File: src/design/fraction_reduce_and_compare_top_assert.svh
// assertion macros for the fraction reduce and compare block
// each macro samples on clk_i and is disabled while rst_ni is low
`ifndef FRACTION_REDUCE_AND_COMPARE_TOP_ASSERT_SVH
`define FRACTION_REDUCE_AND_COMPARE_TOP_ASSERT_SVH

`ifndef NO_ASSERTIONS

`define FRC_ASSERT_IMP(lbl, ante, cons, msg) \
  lbl: assert property (@(posedge clk_i) disable iff (!rst_ni) (ante) |-> (cons)) \
    else $error(msg);

`define FRC_ASSERT_NXT(lbl, ante, cons, msg) \
  lbl: assert property (@(posedge clk_i) disable iff (!rst_ni) (ante) |=> (cons)) \
    else $error(msg);

`else

`define FRC_ASSERT_IMP(lbl, ante, cons, msg)

`define FRC_ASSERT_NXT(lbl, ante, cons, msg)

`endif

`endif

File: src/design/frc_pkg.sv
package frc_pkg;

  // working width of each value, signed, and as wide as one port field
  localparam int VALUE_WIDTH = 32;
  localparam int FRC_MAG_W   = VALUE_WIDTH - 1;
  localparam int FRC_SHIFT_W = $clog2(FRC_MAG_W);
  localparam int FRC_CNT_W   = $clog2(FRC_MAG_W);
  localparam int FRC_PROD_W  = 2 * VALUE_WIDTH;

  // port field widths
  localparam int FRC_FIELD_W = 32;
  localparam int FRC_UNS_W   = 31;
  localparam int FRC_REL_W   = 2;
  localparam int FRC_IN_W    = 4 * FRC_FIELD_W;

  // relation codes
  localparam logic [FRC_REL_W-1:0] REL_LESS    = 2'd0;
  localparam logic [FRC_REL_W-1:0] REL_EQUAL   = 2'd1;
  localparam logic [FRC_REL_W-1:0] REL_GREATER = 2'd2;

  // reduced fraction with its mixed-number split
  typedef struct packed {
    logic signed [VALUE_WIDTH-1:0] num;
    logic [FRC_MAG_W-1:0]          den;
    logic [FRC_MAG_W-1:0]          whole;
    logic [FRC_MAG_W-1:0]          rem;
  } frc_frac_t;

endpackage

File: src/design/frc_div.sv
module frc_div import frc_pkg::*; (
  input  logic                 clk_i,
  input  logic                 rst_ni,
  input  logic                 start_i,
  input  logic [FRC_MAG_W-1:0] dividend_i,
  input  logic [FRC_MAG_W-1:0] divisor_i,
  output logic                 done_o,
  output logic [FRC_MAG_W-1:0] quot_o,
  output logic [FRC_MAG_W-1:0] rem_o
);

  logic                 busy_q, busy_d;
  logic                 done_q, done_d;
  logic [FRC_CNT_W-1:0] cnt_q, cnt_d;
  logic [FRC_MAG_W-1:0] quot_q, quot_d;
  logic [FRC_MAG_W-1:0] rem_q, rem_d;
  logic [FRC_MAG_W-1:0] div_q, div_d;
  logic [FRC_MAG_W:0]   trial;
  logic                 fits;

  // restoring division, one quotient bit per cycle
  always_comb begin
    trial  = {rem_q, quot_q[FRC_MAG_W-1]};
    fits   = trial >= {1'b0, div_q};
    busy_d = busy_q;
    done_d = 1'b0;
    cnt_d  = cnt_q;
    quot_d = quot_q;
    rem_d  = rem_q;
    div_d  = div_q;
    if (start_i) begin
      busy_d = 1'b1;
      cnt_d  = '0;
      quot_d = dividend_i;
      rem_d  = '0;
      div_d  = divisor_i;
    end else if (busy_q) begin
      quot_d = {quot_q[FRC_MAG_W-2:0], fits};
      rem_d  = fits ? FRC_MAG_W'(trial - {1'b0, div_q}) : trial[FRC_MAG_W-1:0];
      cnt_d  = cnt_q + 1'b1;
      if (cnt_q == FRC_CNT_W'(FRC_MAG_W - 1)) begin
        busy_d = 1'b0;
        done_d = 1'b1;
      end
    end
  end

  always_ff @(posedge clk_i or negedge rst_ni) begin
    if (!rst_ni) begin
      busy_q <= 1'b0;
      done_q <= 1'b0;
      cnt_q  <= '0;
    end else begin
      busy_q <= busy_d;
      done_q <= done_d;
      cnt_q  <= cnt_d;
    end
  end

  always_ff @(posedge clk_i) begin
    quot_q <= quot_d;
    rem_q  <= rem_d;
    div_q  <= div_d;
  end

  assign done_o = done_q;
  assign quot_o = quot_q;
  assign rem_o  = rem_q;

endmodule

File: src/design/frc_lane.sv
module frc_lane import frc_pkg::*; (
  input  logic                   clk_i,
  input  logic                   rst_ni,
  input  logic                   start_i,
  input  logic [VALUE_WIDTH-1:0] num_i,
  input  logic [VALUE_WIDTH-1:0] den_i,
  output logic                   done_o,
  output frc_frac_t              res_o
);

  localparam logic [2:0] L_IDLE = 3'd0;
  localparam logic [2:0] L_GCD  = 3'd1;
  localparam logic [2:0] L_DIVN = 3'd2;
  localparam logic [2:0] L_DIVD = 3'd3;
  localparam logic [2:0] L_DIVW = 3'd4;

  localparam logic [VALUE_WIDTH-1:0] MOST_NEG = {1'b1, {FRC_MAG_W{1'b0}}};

  logic [2:0]             state_q;
  logic                   div_go_q;
  logic                   done_q;
  logic [FRC_MAG_W-1:0]   a_q, b_q, a_d, b_d;
  logic [FRC_SHIFT_W-1:0] k_q, k_d;
  logic [FRC_MAG_W-1:0]   num_mag_q, den_mag_q, g_q, an_q, ad_q, whole_q, rem_q;
  logic                   neg_q;
  logic [FRC_MAG_W-1:0]   num_mag, den_mag;
  logic [VALUE_WIDTH-1:0] num_neg, den_neg;
  logic                   gcd_fin;
  logic [FRC_MAG_W-1:0]   g_base, g_next;
  logic [FRC_MAG_W-1:0]   div_a, div_b;
  logic                   div_done;
  logic [FRC_MAG_W-1:0]   div_quot, div_rem;
  logic [VALUE_WIDTH-1:0] an_ext;

  // magnitudes, the most negative code saturates to the largest magnitude
  assign num_neg = ~num_i + 1'b1;
  assign den_neg = ~den_i + 1'b1;
  assign num_mag = (num_i == MOST_NEG) ? {FRC_MAG_W{1'b1}} :
                   num_i[VALUE_WIDTH-1] ? num_neg[FRC_MAG_W-1:0] : num_i[FRC_MAG_W-1:0];
  assign den_mag = (den_i == MOST_NEG) ? {FRC_MAG_W{1'b1}} :
                   den_i[VALUE_WIDTH-1] ? den_neg[FRC_MAG_W-1:0] : den_i[FRC_MAG_W-1:0];

  // binary gcd step: strip common twos, halve a lone even value, else subtract odd from odd and halve
  always_comb begin
    gcd_fin = (a_q == '0) || (b_q == '0);
    g_base  = (a_q == '0) ? b_q : a_q;
    g_next  = g_base << k_q;
    a_d     = a_q;
    b_d     = b_q;
    k_d     = k_q;
    if (!a_q[0] && !b_q[0]) begin
      a_d = a_q >> 1;
      b_d = b_q >> 1;
      k_d = k_q + 1'b1;
    end else if (!a_q[0]) begin
      a_d = a_q >> 1;
    end else if (!b_q[0]) begin
      b_d = b_q >> 1;
    end else if (a_q >= b_q) begin
      a_d = (a_q - b_q) >> 1;
    end else begin
      b_d = (b_q - a_q) >> 1;
    end
  end

  always_comb begin
    case (state_q)
      L_DIVN: begin
        div_a = num_mag_q;
        div_b = g_q;
      end
      L_DIVD: begin
        div_a = den_mag_q;
        div_b = g_q;
      end
      L_DIVW: begin
        div_a = an_q;
        div_b = ad_q;
      end
      default: begin
        div_a = an_q;
        div_b = ad_q;
      end
    endcase
  end

  frc_div u_div (
    .clk_i      (clk_i),
    .rst_ni     (rst_ni),
    .start_i    (div_go_q),
    .dividend_i (div_a),
    .divisor_i  (div_b),
    .done_o     (div_done),
    .quot_o     (div_quot),
    .rem_o      (div_rem)
  );

  always_ff @(posedge clk_i or negedge rst_ni) begin
    if (!rst_ni) begin
      state_q  <= L_IDLE;
      div_go_q <= 1'b0;
      done_q   <= 1'b0;
    end else begin
      div_go_q <= ((state_q == L_GCD) && gcd_fin) ||
                  ((state_q inside {L_DIVN, L_DIVD}) && div_done);
      done_q   <= (state_q == L_DIVW) && div_done;
      case (state_q)
        L_IDLE: begin
          if (start_i) state_q <= L_GCD;
        end
        L_GCD: begin
          if (gcd_fin) state_q <= L_DIVN;
        end
        L_DIVN: begin
          if (div_done) state_q <= L_DIVD;
        end
        L_DIVD: begin
          if (div_done) state_q <= L_DIVW;
        end
        L_DIVW: begin
          if (div_done) state_q <= L_IDLE;
        end
        default: state_q <= L_IDLE;
      endcase
    end
  end

  always_ff @(posedge clk_i) begin
    if (start_i) begin
      a_q       <= num_mag;
      b_q       <= den_mag;
      k_q       <= '0;
      num_mag_q <= num_mag;
      den_mag_q <= den_mag;
      neg_q     <= num_i[VALUE_WIDTH-1] ^ den_i[VALUE_WIDTH-1];
    end else begin
      case (state_q)
        L_GCD: begin
          if (gcd_fin) begin
            g_q <= g_next;
          end else begin
            a_q <= a_d;
            b_q <= b_d;
            k_q <= k_d;
          end
        end
        L_DIVN: if (div_done) an_q <= div_quot;
        L_DIVD: if (div_done) ad_q <= div_quot;
        L_DIVW: begin
          if (div_done) begin
            whole_q <= div_quot;
            rem_q   <= div_rem;
          end
        end
        default: ;
      endcase
    end
  end

  assign an_ext      = {1'b0, an_q};
  assign done_o      = done_q;
  assign res_o.num   = neg_q ? $signed(~an_ext + 1'b1) : $signed(an_ext);
  assign res_o.den   = ad_q;
  assign res_o.whole = whole_q;
  assign res_o.rem   = rem_q;

endmodule

File: config.mk
export PLATFORM = sky130hd
export DESIGN_NAME = frc_lane
export DESIGN_NICKNAME = d
export VERILOG_FILES = /design/src/design/fraction_reduce_and_compare_top_assert.svh /design/src/design/frc_pkg.sv /design/src/design/frc_div.sv /design/src/design/frc_lane.sv
export SDC_FILE = /design/constraint.sdc
export NUM_CORES = 1
export LEC_CHECK = 0
export BUFFER_PORTS_ARGS = -buffer_cell sky130_fd_sc_hd__buf_2
export CELL_PAD_IN_SITES_DETAIL_PLACEMENT = 0
export CELL_PAD_IN_SITES_GLOBAL_PLACEMENT = 1
export CORE_UTILIZATION = 52
export DETAILED_ROUTE_END_ITERATION = 6
export PLACE_DENSITY_LB_ADDON = 0.1
export SKIP_LAST_GASP = 1
export SLEW_MARGIN = 20
export SYNTH_ARGS = -nofsm -noshare
export SYNTH_HDL_FRONTEND = slang
export SYNTH_HIERARCHICAL = 1
export SYNTH_SLANG_ARGS = --single-unit
File: constraint.sdc
create_clock -name clk_i -period 11.4 [get_ports clk_i]
set_clock_uncertainty 0.1 [all_clocks]
set_input_delay 0.57 -clock clk_i [delete_from_list [all_inputs] [get_ports clk_i]]
set_output_delay 0.57 -clock clk_i [all_outputs]
set_load 0.005 [all_outputs]
==> Word level (Yosys, flattened, before mapping) <==
Index checks and enable logic that the tools add are counted.
{ "op_classes": {"addsub": 8, "magnitude_cmp": 2, "n_eq_ne": 16, "n_shift": 1, "mux": 39, "bitwise": 6, "reduce_logical": 26} }
{ "ops": {"columns": ["op", "count"], "rows": [
  ["31-bit two-way mux", 23],
  ["31-bit subtractor", 3],
  ["32-bit == test, second input constant", 2],
  ["31-bit by 1-bit adder with 31-bit output, second input constant", 2],
  ["31-bit logical NOT", 2],
  ["31-bit NOT", 2],
  ["31-bit case mux with 2 select lines", 1],
  ["32-bit by 1-bit adder with 32-bit output, second input constant", 1],
  ["32-bit by 31-bit greater-or-equal comparator with 1-bit output", 1],
  ["32-bit two-way mux", 1],
  ["31-bit NOT with 32-bit output", 1],
  ["31-bit greater-or-equal comparator", 1],
  ["31-bit by 5-bit << shifter with 31-bit output", 1],
  ["3-bit AND reduction", 6],
  ["3-bit two-way mux", 5],
  ["3-bit case mux with 5 select lines", 1],
  ["5-bit by 1-bit adder with 5-bit output, second input constant", 2],
  ["5-bit two-way mux", 2],
  ["4-bit by 2-bit != test with 1-bit output, second input constant", 2],
  ["4-bit AND reduction", 2],
  ["3-bit by 2-bit == test with 1-bit output, second input constant", 2],
  ["1-bit two-way mux", 6],
  ["2-bit by 1-bit != test with 1-bit output, second input constant", 3],
  ["2-bit != test, second input constant", 3],
  ["other kinds (15)", 23]
]} }
{ "totals": {"ff_bits": 390, "input_bits": 67, "word_cells": 120} }

==> Depth between registers and ports, before layout <==
Gate-level depths: netlist (run 1).
{ "logic_depth": {"word_depth": 8, "ltp_mapped": 13, "mapped_depth_nobuf": 11} }

==> Modules after synthesis <==
Netlist (run 1), hierarchy kept.
{ "modules_own_cells": {"columns": ["mod", "instances", "cells_per_inst", "area_per_inst_um2", "seq_area_each_um2"], "rows": [
  ["frc_lane", 1, 1869, 18620.4, 8633.3],
  ["frc_div", 1, 581, 5940.7, 2657.5]
]} }

==> Least setup slack after synthesis (run 1) <==
Ideal clock, no wire load.
{ "synth_timing": {"path_type": "flip-flop to flip-flop", "from": "reg a_q[17]", "to": "reg a_q[10], enable pin", "arrival_ps": 3724, "setup_slack_ps": 7155, "path_stages_with_launch": 11, "path_buffers": 1, "period_less_slack_ps": 4245, "cell_sequence": "edfxtp_1 inv_1 ha_1 clkbuf_1 nand2_1 or3_1 a2111oi_1 o21a_1 nor3_1 o21a_1 o21ai_1"} }
{ "synth_via": {"elab_chain_len": 4, "word_cells_on_any_way": 6, "cone_classes": "1 x order compare; 2 x eq/ne; 3 x reduce/logical"} }
{ "synth_rtl": {"columns": ["item", "line", "source"], "rows": [
  ["from (decl)", "frc_lane.sv:22", "logic [FRC_MAG_W-1:0] a_q, b_q, a_d, b_d;"],
  ["from (signal assigned)", "frc_lane.sv:130", "a_q <= num_mag;"],
  ["parallel branches: the longest is 3 deep, another holds 31-bit greater-or-equal comparator", null, null],
  ["4-bit AND reduction (no line) (*)", null, null]
]} }
Mark *: on every way between the ends.
A chain may end at the register's enable or synchronous reset.

==> Worst setup path after layout (run 1) <==
{ "layout_timing": {"from": "reg a_q[0]", "to": "reg a_q[11], enable pin"} }
{ "layout_via": {"elab_chain_len": 4, "word_cells_on_any_way": 9, "cone_classes": "1 x order compare; 3 x eq/ne; 5 x reduce/logical"} }
{ "layout_rtl": {"columns": ["item"], "rows": [
  ["parallel branches: the longest is 3 deep, another holds 31-bit greater-or-equal comparator"],
  ["4-bit AND reduction (no line) (*)"]
]} }
Marks and branches as above.

==> impl_metrics.yaml, run 1 <==
timing:
  rsz0062_at_grt: "false"
  setup_viol: 0
  slew-limit-headroom_pct: 23.45
  maxSlewViolCount: 0
  fin_hold_ws_ns: 0.2589
  fmax_mhz: 217.1
  hold_viol_final: 0
  min_period_ns: 4.607
  max_slew.worst_pin.slew_ns: 1.147
  fin_crit_sh_pct: 40.41
  setup-tns-final_ns: 0
worst_setup_path:
  crit_family: "compound AO/OA/AOI/OAI gates"
  end_kind: "flop"
  crit_arrival_ns: 4.75
  startpoint_type: "flop"
  rrSetupSlack_ns: 6.79
  critPathBufInv: 3
  worst_path_max_delay_cell: "edfxtp_1"
  slowest_delay_ns: 0.62
  cp_max_fo: 18
  cp_cell_sequence: "inv_1, ha_1, nand2b_1, a21oi_1, o211ai_1, a2111oi_1, buf_4, o21a_1, nor3_1, o21a_1, o21ai_2, buf_4"
  crit_type: "reg2reg"
  r2r_start: "a_q[0]"
  r2r_cells: 12
  r2r-end: "a_q[11]"
  worstPathRequired_ns: 11.54
drt:
  vias: 20820
  final_antenna_net_count: 0
  wl_per_cell_um: 26.82
  drtPass1Iterations: 6
  viasPerCell: 6.501
  wl_um: 85890
  drtIter0Drc: 2516
  remaining_drc_errors: 0
grt:
  grt_pass1_vias: 19540
  grt_max_degree: 99
  antenna_found_initial: 0
  grt_first_pass_wirelength_um: 124500
  gr-total-overflow: 0
  gr-usage-all-layers_pct: 35.07
cts:
  cts_max_path_buffers: 3
  cts-root-buf: "clkbuf_16"
  postCtsResizedCells: 0
  clkTransAtPathRegs_ns: 0.06
  cts_tree: "yes"
  clkSinkCount: 390
  cts_buffers: 41
  htreeDepth: 2
  clk_latency_ns: 0.58
power:
  p_total_mw: 6.148
  switchingPower_mw: 2.660
  combPwrFrac_pct: 45.7
  power.share.sequential_pct: 31.2
  p_leak_nw: 10.46
  p_int_mw: 3.488
  powerDensity_mw_per_mm2: 225.2
  clkPwrFrac_pct: 23.0
  netSwitchingFraction_pct: 43.27
  ir_drop_mv: 0.1569
logic_synthesis:
  synthFlopType: "edfxtp_1"
  syn_area_per_cell_um2: 10.02
  yosysUniqueCellTypes: 89
  synth_largest_area_cell: "edfxtp_1"
  syn-instance-count: 2450
  ys_ff_latch: 390
  synth_top_area_share_pct: 41.81
  synth-async-reset-ratio_pct: 3.077
  synth-edff-count: 342
  syn_nets: 2621
  syn_area_mm2: 0.02456
  synth_sequential_area_ratio_pct: 45.97
  synth_area_leaders: "edfxtp_1 (42%), ha_1 (5.1%), nand2_1 (3.8%)"
  synth_warnings: 6
flow_run:
  drv_cap: 0
cells_and_area:
  area_delta_synth_final_pct: 11.14
  nets: 2736
  design_area_mm2: 0.02730
  post-route-util_pct: 58.63
  drive_gt1_share_pct: 15.22
  antennaDiodeCount: 0
  fill_cells: 3945
floorplanning:
  die_y_um: 219.3
  dieArea_mm2: 0.04811
  io-pin-count: 193
  start_util_pct: 52.76
  core-area_mm2: 0.04656
  num_rows: 79
  fp.dieW_um: 219.3
outcome:
  status: "finished clean"
place:
  place_congestion: 0.9861
  dpl.hpwl_um: 66340
  place_area_mm2: 0.02589
  port_buffers: 192
min_path:
  hold_depth: 2
  hold_path.startpoint: "num_i[29]"
  hold_path_class: "in2reg"
  worstHoldEndpoint: "num_mag_q[29]"
[layer usage]
| metal | vias up | wire length, um | track usage, % |
|---|---|---|---|
| met3 | 214 | 6893 | 5.974 |
| met1 | 10090 | 33600 | 44.09 |
| met2 | 1131 | 40600 | 58.14 |
| met5 | - | 0 | 0 |
| li1 | 9391 | - | - |
| met4 | 0 | 4799 | 17.48 |
[placed cells by master (no fill, tap or decap), types with 11 or more instances in the layout]
cell	netlist	routed
nand4_1	33	33
o32ai_1	29	29
a21oi_1	160	160
edfxtp_1	342	342
clkbuf_16	0	42
nand2_1	249	249
inv_1	124	124
nand2b_1	23	22
dfxtp_1	36	36
buf_2	10	191
xor2_1	80	80
a211o_1	12	12
ha_1	101	101
a211oi_1	34	34
a31oi_1	37	37
nand3_1	48	47
nor4_1	22	22
o21ai_0	106	106
nor2b_1	11	11
xnor2_1	81	81
o21ai_1	36	35
buf_4	3	23
mux2i_1	65	65
o211ai_1	20	20
nor3_1	69	68
a2bb2oi_1	20	20
nor2_1	168	167
or3_1	11	11
o22ai_1	19	19
a221oi_1	31	31
clkbuf_1	112	11
and3_1	15	15
a21o_1	31	31
o31ai_1	27	27
o21bai_1	12	12
o21a_1	30	30
mux2_2	68	68
[synth_stat cells (all sizes together), types with 31 or more instances]
library cell / n
a211oi: 34
a21o: 31
a21oi: 161
a221oi: 31
a31oi: 37
buf: 32
clkbuf: 112
dfxtp: 36
edfxtp: 342
ha: 101
inv: 125
mux2: 69
mux2i: 65
nand2: 249
nand3: 48
nand4: 34
nor2: 168
nor3: 70
o21a: 31
o21ai: 144
xnor2: 81
xor2: 80
[final cells by class]
class                           count  area (um^2)  area share (%)
Clock buffer                       56         1134           4.153
Sequential cell                   390        11300           41.39
Multi-Input combinational cell   1791        12230           44.79
Inverter                          125        469.2           1.719
Clock inverter                     18        260.3          0.9534
Timing Repair Buffer              216         1150           4.212
Tap cell                          607        759.5           2.782
[power groups by stage]
| stage | combinational, mW | sequential, mW | clock [mW] |
|---|---|---|---|
| global placement | 2.75 | 1.93 | 0 |
| floorplan | 1.83 | 1.85 | 0 |
| detailed placement | 2.69 | 1.94 | 0 |
| finish | 2.81 | 1.92 | 1.42 |
| global route | 2.98 | 1.93 | 1.48 |
| CTS | 2.70 | 1.91 | 1.43 |
[worst max path at each step]
stage               cells after the start       to  startpoint  slack [ns]
floorplan                              10  a_q[10]     a_q[17]        7.16
global placement                       12   a_q[6]      a_q[0]        7.05
detailed placement                     12   a_q[6]      a_q[0]        6.91
CTS                                    12   a_q[9]      a_q[0]        6.89
global route                           12  a_q[11]      a_q[0]        6.70
finish                                 12  a_q[11]      a_q[0]        6.79
[flip-flops by register name, summed over array words and instances (netlist names), 31 cells and up]
signal        cells
u_div/quot_o     31
num_mag_q        31
ad_q             31
an_q             31
u_div/div_q      31
den_mag_q        31
rem_q            31
g_q              31
u_div/rem_o      31
whole_q          31
a_q              31
b_q              31
[worst register-to-register path, cell delays in order, from the launching register on]
cell and delay (ns):
edfxtp_1 0.62, inv_1 0.18, ha_1 0.22, nand2b_1 0.15
a21oi_1 0.53, o211ai_1 0.38, a2111oi_1 0.46, buf_4 0.19
o21a_1 0.19, nor3_1 0.08, o21a_1 0.18, o21ai_2 0.57
buf_4 0.41
[logic make-up (layout without fill, tap and decap cells)]
logic type      count (synthesis)  count (layout)  share of synthesized area, %
xor+xnor                      161             161                         5.741
flops                         390             390                         45.97
buf+inv                       269             415                         4.371
fa+ha+maj                     104             104                         5.390
simple gates                  708             708                         13.76
mux                           142             142                         6.546
compound gates                676             676                         18.22
[stage by stage]
stage	setup WS, ns	std cells
2_1_floorplan	7.155	2450
3_3_place_gp	7.052	3128
3_5_place_dp	6.908	3128
4_1_cts	6.893	3203
5_1_grt	6.703	3203
6_report	6.793	3203
[timing repair]
action                                 CTS  global route
hold buffers                             1             0
endpoints found under the hold margin   12             0
setup buffers                            0             0
Power figures use the tool's default switching activity.
==> run 2, diff against run 1 <==
--- a/config.mk
+++ b/config.mk
@@ -8,7 +8,7 @@
 export BUFFER_PORTS_ARGS = -buffer_cell sky130_fd_sc_hd__buf_2
 export CELL_PAD_IN_SITES_DETAIL_PLACEMENT = 0
 export CELL_PAD_IN_SITES_GLOBAL_PLACEMENT = 1
-export CORE_UTILIZATION = 52
+export CORE_UTILIZATION = 48
 export DETAILED_ROUTE_END_ITERATION = 6
 export PLACE_DENSITY_LB_ADDON = 0.1
 export SKIP_LAST_GASP = 1
==> constraint.sdc (replaced) <==
create_clock -name clk_i -period 4.31 [get_ports clk_i]
set_clock_uncertainty 0.1 [all_clocks]
set_input_delay 0.2155 -clock clk_i [delete_from_list [all_inputs] [get_ports clk_i]]
set_output_delay 0.2155 -clock clk_i [all_outputs]
set_load 0.005 [all_outputs]
==> run 2 against run 1 <==
Compared with the run above: the flow now finishes with violations (design-rule violations); routed wire length down 0.27%; combinational power rose to 2.8 times the previous value; register-to-register slack worse by 6.6 ns; highest routed layer unchanged.
==> impl_metrics.yaml, run 2 (synthesis results as in run 1) <==
timing:
  max_slew.worst_pin.slew_ns: 1.092
  setup_viol: 0
  min_period_ns: 4.173
  setup-tns-final_ns: 0
  fin_ws_ns: 0.1374
  fin_crit_sh_pct: 96.81
  hold_viol_final: 0
  rsz0062_at_grt: "false"
  maxSlewViolCount: 0
  slew-limit-headroom_pct: 27.21
  fmax_mhz: 239.7
place:
  place_congestion: 1.019
  place_area_mm2: 0.02617
  port_buffers: 192
  dp_cells: 3219
  dpl_worst_slack_ns: 0.3336
  dpl.hpwl_um: 65580
floorplanning:
  dieArea_mm2: 0.05208
  core-area_mm2: 0.05027
  start_util_pct: 48.86
  fp.dieW_um: 228.2
  die_y_um: 228.2
  num_rows: 82
  io-pin-count: 193
cts:
  clk_latency_ns: 0.59
  htreeDepth: 2
  clkSinkCount: 390
  clkTransAtPathRegs_ns: 0.06
  cts-root-buf: "clkbuf_16"
  cts_max_path_buffers: 3
  cts_buffers: 44
  cts_tree: "yes"
power:
  ir_drop_mv: 0.4391
  powerDensity_mw_per_mm2: 590.0
  p_leak_nw: 10.78
worst_setup_path:
  critPathLaunch: "an_q[0]"
  startpoint_type: "flop"
  cp_max_fo: 4
  endpoint: "res_o[123]"
  end_kind: "primary output"
  crit_arrival_ns: 3.86
  r2r-end: "a_q[9]"
  crit_type: "reg2out"
  worstPathRequired_ns: 3.99
  r2r_cells: 11
  r2r_start: "a_q[2]"
  rrSetupSlack_ns: 0.21
min_path:
  hold_path_class: "in2reg"
grt:
  antenna_found_initial: 2
  grt_max_degree: 95
  grt_pass1_vias: 19730
  grt_first_pass_wirelength_um: 126000
  gr-total-overflow: 0
  gr-usage-all-layers_pct: 32.28
cells_and_area:
  drive_gt1_share_pct: 15.95
  final_common_cell: "edfxtp_1"
  final_cells: 3344
  final_cell_mix: "edfxtp_1 (342), nand2_1 (249), buf_2 (191)"
  post-route-util_pct: 55.71
  area_delta_synth_final_pct: 14.03
  nets: 2806
  design_area_mm2: 0.02801
flow_run:
  drv_cap: 0
drt:
  wl_per_cell_um: 25.62
  highest_layer: "met4"
  final_antenna_net_count: 0
  drt-met1-wl_um: 34160
  drtIter0Drc: 2101
  viasPerCell: 6.185
  dr_wl_met3_um: 5509
  drtPass1Iterations: 7
  vias: 20680
  wl_um: 85660
  met2_length_um: 40540
  remaining_drc_errors: 2
outcome:
  violations: "design-rule violations"
  status: "finished with violations"
==> run 2: cell count changes in the layout (fill, tap and decap cells not counted), moves of 2 or more <==
cell / change
clkbuf_1: -4
clkbuf_16: +2
clkinvlp_4: -2
dlygate4sd3_1: +37
clkbuf_8: -3
clkinv_2: +3
buf_4: +30
clkinv_1: +11
bufinv_16: -2
==> run 2: final cells by class <==
cell class | instances | area [um^2]
Multi-Input combinational cell | 1791 | 12220
Fill cell | 4527 | 22270
Clock inverter | 31 | 300.3
Timing Repair Buffer | 283 | 1745
Antenna cell | 1 | 2.502
Tap cell | 672 | 840.8
Inverter | 125 | 469.2
Clock buffer | 51 | 1127
Sequential cell | 390 | 11300
==> run 2: worst min path at each step <==
stage,slack (ns),depth (start not counted),start,end
floorplan,-0.18,0,rst_ni,div_go_q
global placement,0.04,1,rst_ni,u_div/cnt_q[0]
detailed placement,0.05,1,rst_ni,u_div/cnt_q[0]
CTS,0.004,3,den_i[18],den_mag_q[18]
global route,0.006,3,den_i[18],den_mag_q[18]
finish,0.008,3,num_i[12],num_mag_q[12]
==> run 2: worst max-delay path: stages, from the launching register on <==
cell and delay (ns):
edfxtp_1 0.44, inv_1 0.09, ha_1 0.17, or4b_4 0.49, or3_4 0.40, nand2b_4 0.17, or3_4 0.40, or3_4 0.41
nand2b_4 0.16, o21ai_2 0.16, xnor2_1 0.20, buf_2 0.18
==> run 2: timing repair <==
| item | in CTS | in global routing |
|---|---|---|
| gates resized for setup | 0 | 0 |
| hold buffers | 38 | 0 |
| endpoints found under the hold margin | 48 | 0 |
| setup buffers | 0 | 4 |
| endpoints found under the setup margin | 0 | 1 |
==> run 2: layer usage <==
metal / track usage, % / up-vias
met5: 0 / -
met4: 18.83 / 0
met3: 4.550 / 206
met2: 53.33 / 939
met1: 40.41 / 10010
li1: - / 9526
==> run 2: report_power, final <==
| part | switching, mW | internal, mW | leakage (nW) | total, mW |
|---|---|---|---|---|
| Sequential | 0.441 | 4.58 | 3.49 | 5.02 |
| Clock | 1.61 | 2.13 | 0.695 | 3.74 |
| Combinational | 5.20 | 2.55 | 6.60 | 7.76 |
==> run 2: per-stage QoR <==
step | hold slack [ns] | total power, mW
6_report | 0.007809 | 16.52
5_1_grt | 0.006112 | 17.15
4_1_cts | 0.003679 | 16.32
3_3_place_gp | 0.03993 | 12.62
3_5_place_dp | 0.04729 | 12.54
2_1_floorplan | -0.1801 | 9.719
==> run 3, diff against run 2 <==
--- a/config.mk
+++ b/config.mk
@@ -15,5 +15,4 @@
 export SLEW_MARGIN = 20
 export SYNTH_ARGS = -nofsm -noshare
 export SYNTH_HDL_FRONTEND = slang
-export SYNTH_HIERARCHICAL = 1
 export SYNTH_SLANG_ARGS = --single-unit
==> run 3 against run 2 <==
Compared with the run above: the run ends with design-rule violations, negative hold slack left; core utilization is 0.24 points higher; design area hardly changed; sequential power is 2% higher; clock power is 9.4% higher; final cell count is 2.7% lower; sequential share of layout area hardly changed; combinational power is 8.2% higher; largest cell class unchanged; largest power group unchanged.
==> impl_metrics.yaml, run 3 <==
drt:
  final_antenna_net_count: 0
  wl_um: 82910
  drtPass1Iterations: 7
  vias: 19810
  drtIter0Drc: 1958
  remaining_drc_errors: 2
  viasPerCell: 6.086
  wl_per_cell_um: 25.48
timing:
  rsz0062_at_grt: "false"
  slew-limit-headroom_pct: 27.90
  maxSlewViolCount: 0
  min_period_ns: 4.091
  setup_viol: 0
  setup-tns-final_ns: 0
  fin_crit_sh_pct: 94.91
  fmax_mhz: 244.5
  fin_hold_ws_ns: -0.005790
  hold_viol_final: 1
  max_slew.worst_pin.slew_ns: 1.081
power:
  ir_drop_mv: 0.4957
  switchingPower_mw: 7.426
  combPwrFrac_pct: 47.7
  powerDensity_mw_per_mm2: 628.4
  p_leak_nw: 11.46
  p_total_mw: 17.60
  power.share.sequential_pct: 29.1
  netSwitchingFraction_pct: 42.19
  p_int_mw: 10.18
  clkPwrFrac_pct: 23.2
cts:
  ctsHoldBuffers: 28
  clkSinkCount: 390
  postCtsResizedCells: 0
  post_cts_buffers: 0
  cts_tree: "yes"
  cts_buffers: 45
  clkTransAtPathRegs_ns: 0.05
  cts_max_path_buffers: 3
  cts-root-buf: "clkbuf_16"
  htreeDepth: 2
  clk_latency_ns: 0.61
floorplanning:
  die_y_um: 226.9
  start_util_pct: 48.51
  fp.dieW_um: 226.9
  io-pin-count: 193
  num_rows: 82
  dieArea_mm2: 0.05150
  core-area_mm2: 0.05007
cells_and_area:
  final_cell_mix: "edfxtp_1 (342), buf_2 (191), nand2_1 (184)"
  final_cells: 3254
  design_area_mm2: 0.02801
  final_common_cell: "edfxtp_1"
  area_delta_synth_final_pct: 15.34
  post-route-util_pct: 55.95
  drive_gt1_share_pct: 17.13
  nets: 2715
logic_synthesis:
  synth_common_cells: "edfxtp_1 (342), nand2_1 (184), nor2_1 (157), inv_1 (131), clkbuf_1 (121)"
  synth_area_leaders: "edfxtp_1 (42%), ha_1 (5.2%), mux2i_1 (4.1%)"
  synth-async-reset-ratio_pct: 3.077
  synth_largest_area_cell: "edfxtp_1"
  synthFlopType: "edfxtp_1"
  ys_ff_latch: 390
  yosysMostFrequentCell: "edfxtp_1"
  synth_warnings: 0
  syn_area_per_cell_um2: 10.32
  syn_area_mm2: 0.02429
  syn_nets: 2525
  yosysUniqueCellTypes: 87
  syn-instance-count: 2354
  synth_sequential_area_ratio_pct: 46.49
  synth-edff-count: 342
  synth_top_area_share_pct: 42.29
worst_setup_path:
  r2r-end: "b_q[19]"
  critical_path_depth: 13
  r2r_start: "a_q[22]"
  end_kind: "flop"
  critPathBufInv: 3
  crit_type: "reg2reg"
  startpoint_type: "flop"
  rrSetupSlack_ns: 0.22
  cp_cell_sequence: "inv_1, ha_1, nand3_1, or3_1, nor3_1, a221oi_1, o21ai_1, a31oi_2, buf_4, and2_1, buf_4, a221oi_1, a31oi_1"
  crit_arrival_ns: 4.27
  worstPathRequired_ns: 4.49
  slowest_delay_ns: 0.52
  worst_path_max_delay_cell: "or3_1"
  r2r_cells: 13
  cp_max_fo: 9
  crit_family: "simple AND/OR/NAND/NOR gates"
grt:
  grt_pass1_vias: 18970
  gr-usage-all-layers_pct: 32.11
  antenna_found_initial: 2
  grt_max_degree: 87
  gr-total-overflow: 0
  grt_first_pass_wirelength_um: 121900
min_path:
  hold_path_class: "in2reg"
  worstHoldEndpoint: "num_mag_q[15]"
  hold_path.startpoint: "num_i[15]"
  hold_depth: 3
place:
  port_buffers: 192
  place_congestion: 1.004
  dpl.hpwl_um: 63980
  place_area_mm2: 0.02614
  dp_cells: 3141
flow_run:
  drv_cap: 0
outcome:
  status: "finished with violations"
  violations: "design-rule violations, negative hold slack"
run 3: routing by layer:
metal | GRT usage, % | wire (um) | vias to the layer above | share of wire [%]
met2 | 52.98 | 39270 | 787 | 47
li1 | - | - | 9224 | -
met1 | 42.12 | 34470 | 9652 | 42
met5 | 0 | 0 | - | 0
met3 | 3.653 | 4967 | 142 | 6.0
met4 | 15.46 | 4202 | 0 | 5.1
run 3: worst max-delay path by stage:
| stage | start | endpoint | slack [ns] |
|---|---|---|---|
| 2_1_floorplan | a_q[1] | b_q[10] | 0.16 |
| 3_3_place_gp | a_q[22] | b_q[21] | 0.21 |
| 3_5_place_dp | a_q[22] | b_q[18] | 0.28 |
| 4_1_cts | a_q[22] | b_q[18] | 0.27 |
| 5_1_grt | a_q[22] | b_q[19] | 0.08 |
| 6_report | a_q[22] | b_q[19] | 0.22 |
run 3: cell type report:
type,instances,area (um^2)
clock inverter,30,411.6
multi-input combinational,1684,11980
tap,672,840.8
clock buffer,54,1180
inverter,136,510.5
sequential,390,11300
timing repair buffer,287,1788
antenna,1,2.502
fill,4533,22060
run 3: kinds of logic after synthesis:
group	after synthesis	share of synthesized area, %
AOI/OAI and AO/OA	653	18.20
and+or+nand+nor	592	11.77
DFF	390	46.49
buffers and inverters	280	4.379
muxes	185	8.295
xor gates and xnor gates	150	5.410
adders and majority gates	104	5.451
run 3: worst reg2reg max path, cell delays in order, from the launching register on:
cell      delay [ns]
edfxtp_1        0.46
inv_1           0.11
ha_1            0.47
nand3_1         0.23
or3_1           0.52
nor3_1          0.40
a221oi_1        0.15
o21ai_1         0.32
a31oi_2         0.10
buf_4           0.24
and2_1          0.19
buf_4           0.16
a221oi_1        0.26
a31oi_1         0.07
run 3: through the flow:
| step | hold slack (ns) | worst slack, ns |
|---|---|---|
| after CTS | 0.004228 | 0.2721 |
| after global routing | 0.01448 | 0.07933 |
| after detailed placement | 0.03949 | 0.2845 |
| final | -0.005790 | 0.2192 |
| after global placement | 0.03241 | 0.2108 |
| after floorplan | -0.1801 | 0.1570 |
run 3: power by group through the flow:
stage	sequential [mW]	combinational (mW)	clock [mW]
after CTS	5.09	8.21	4.13
after detailed placement	5.17	8.15	0
after global routing	5.14	8.95	4.29
after global placement	5.17	8.28	0
final	5.11	8.40	4.09
after floorplan	4.95	5.45	0
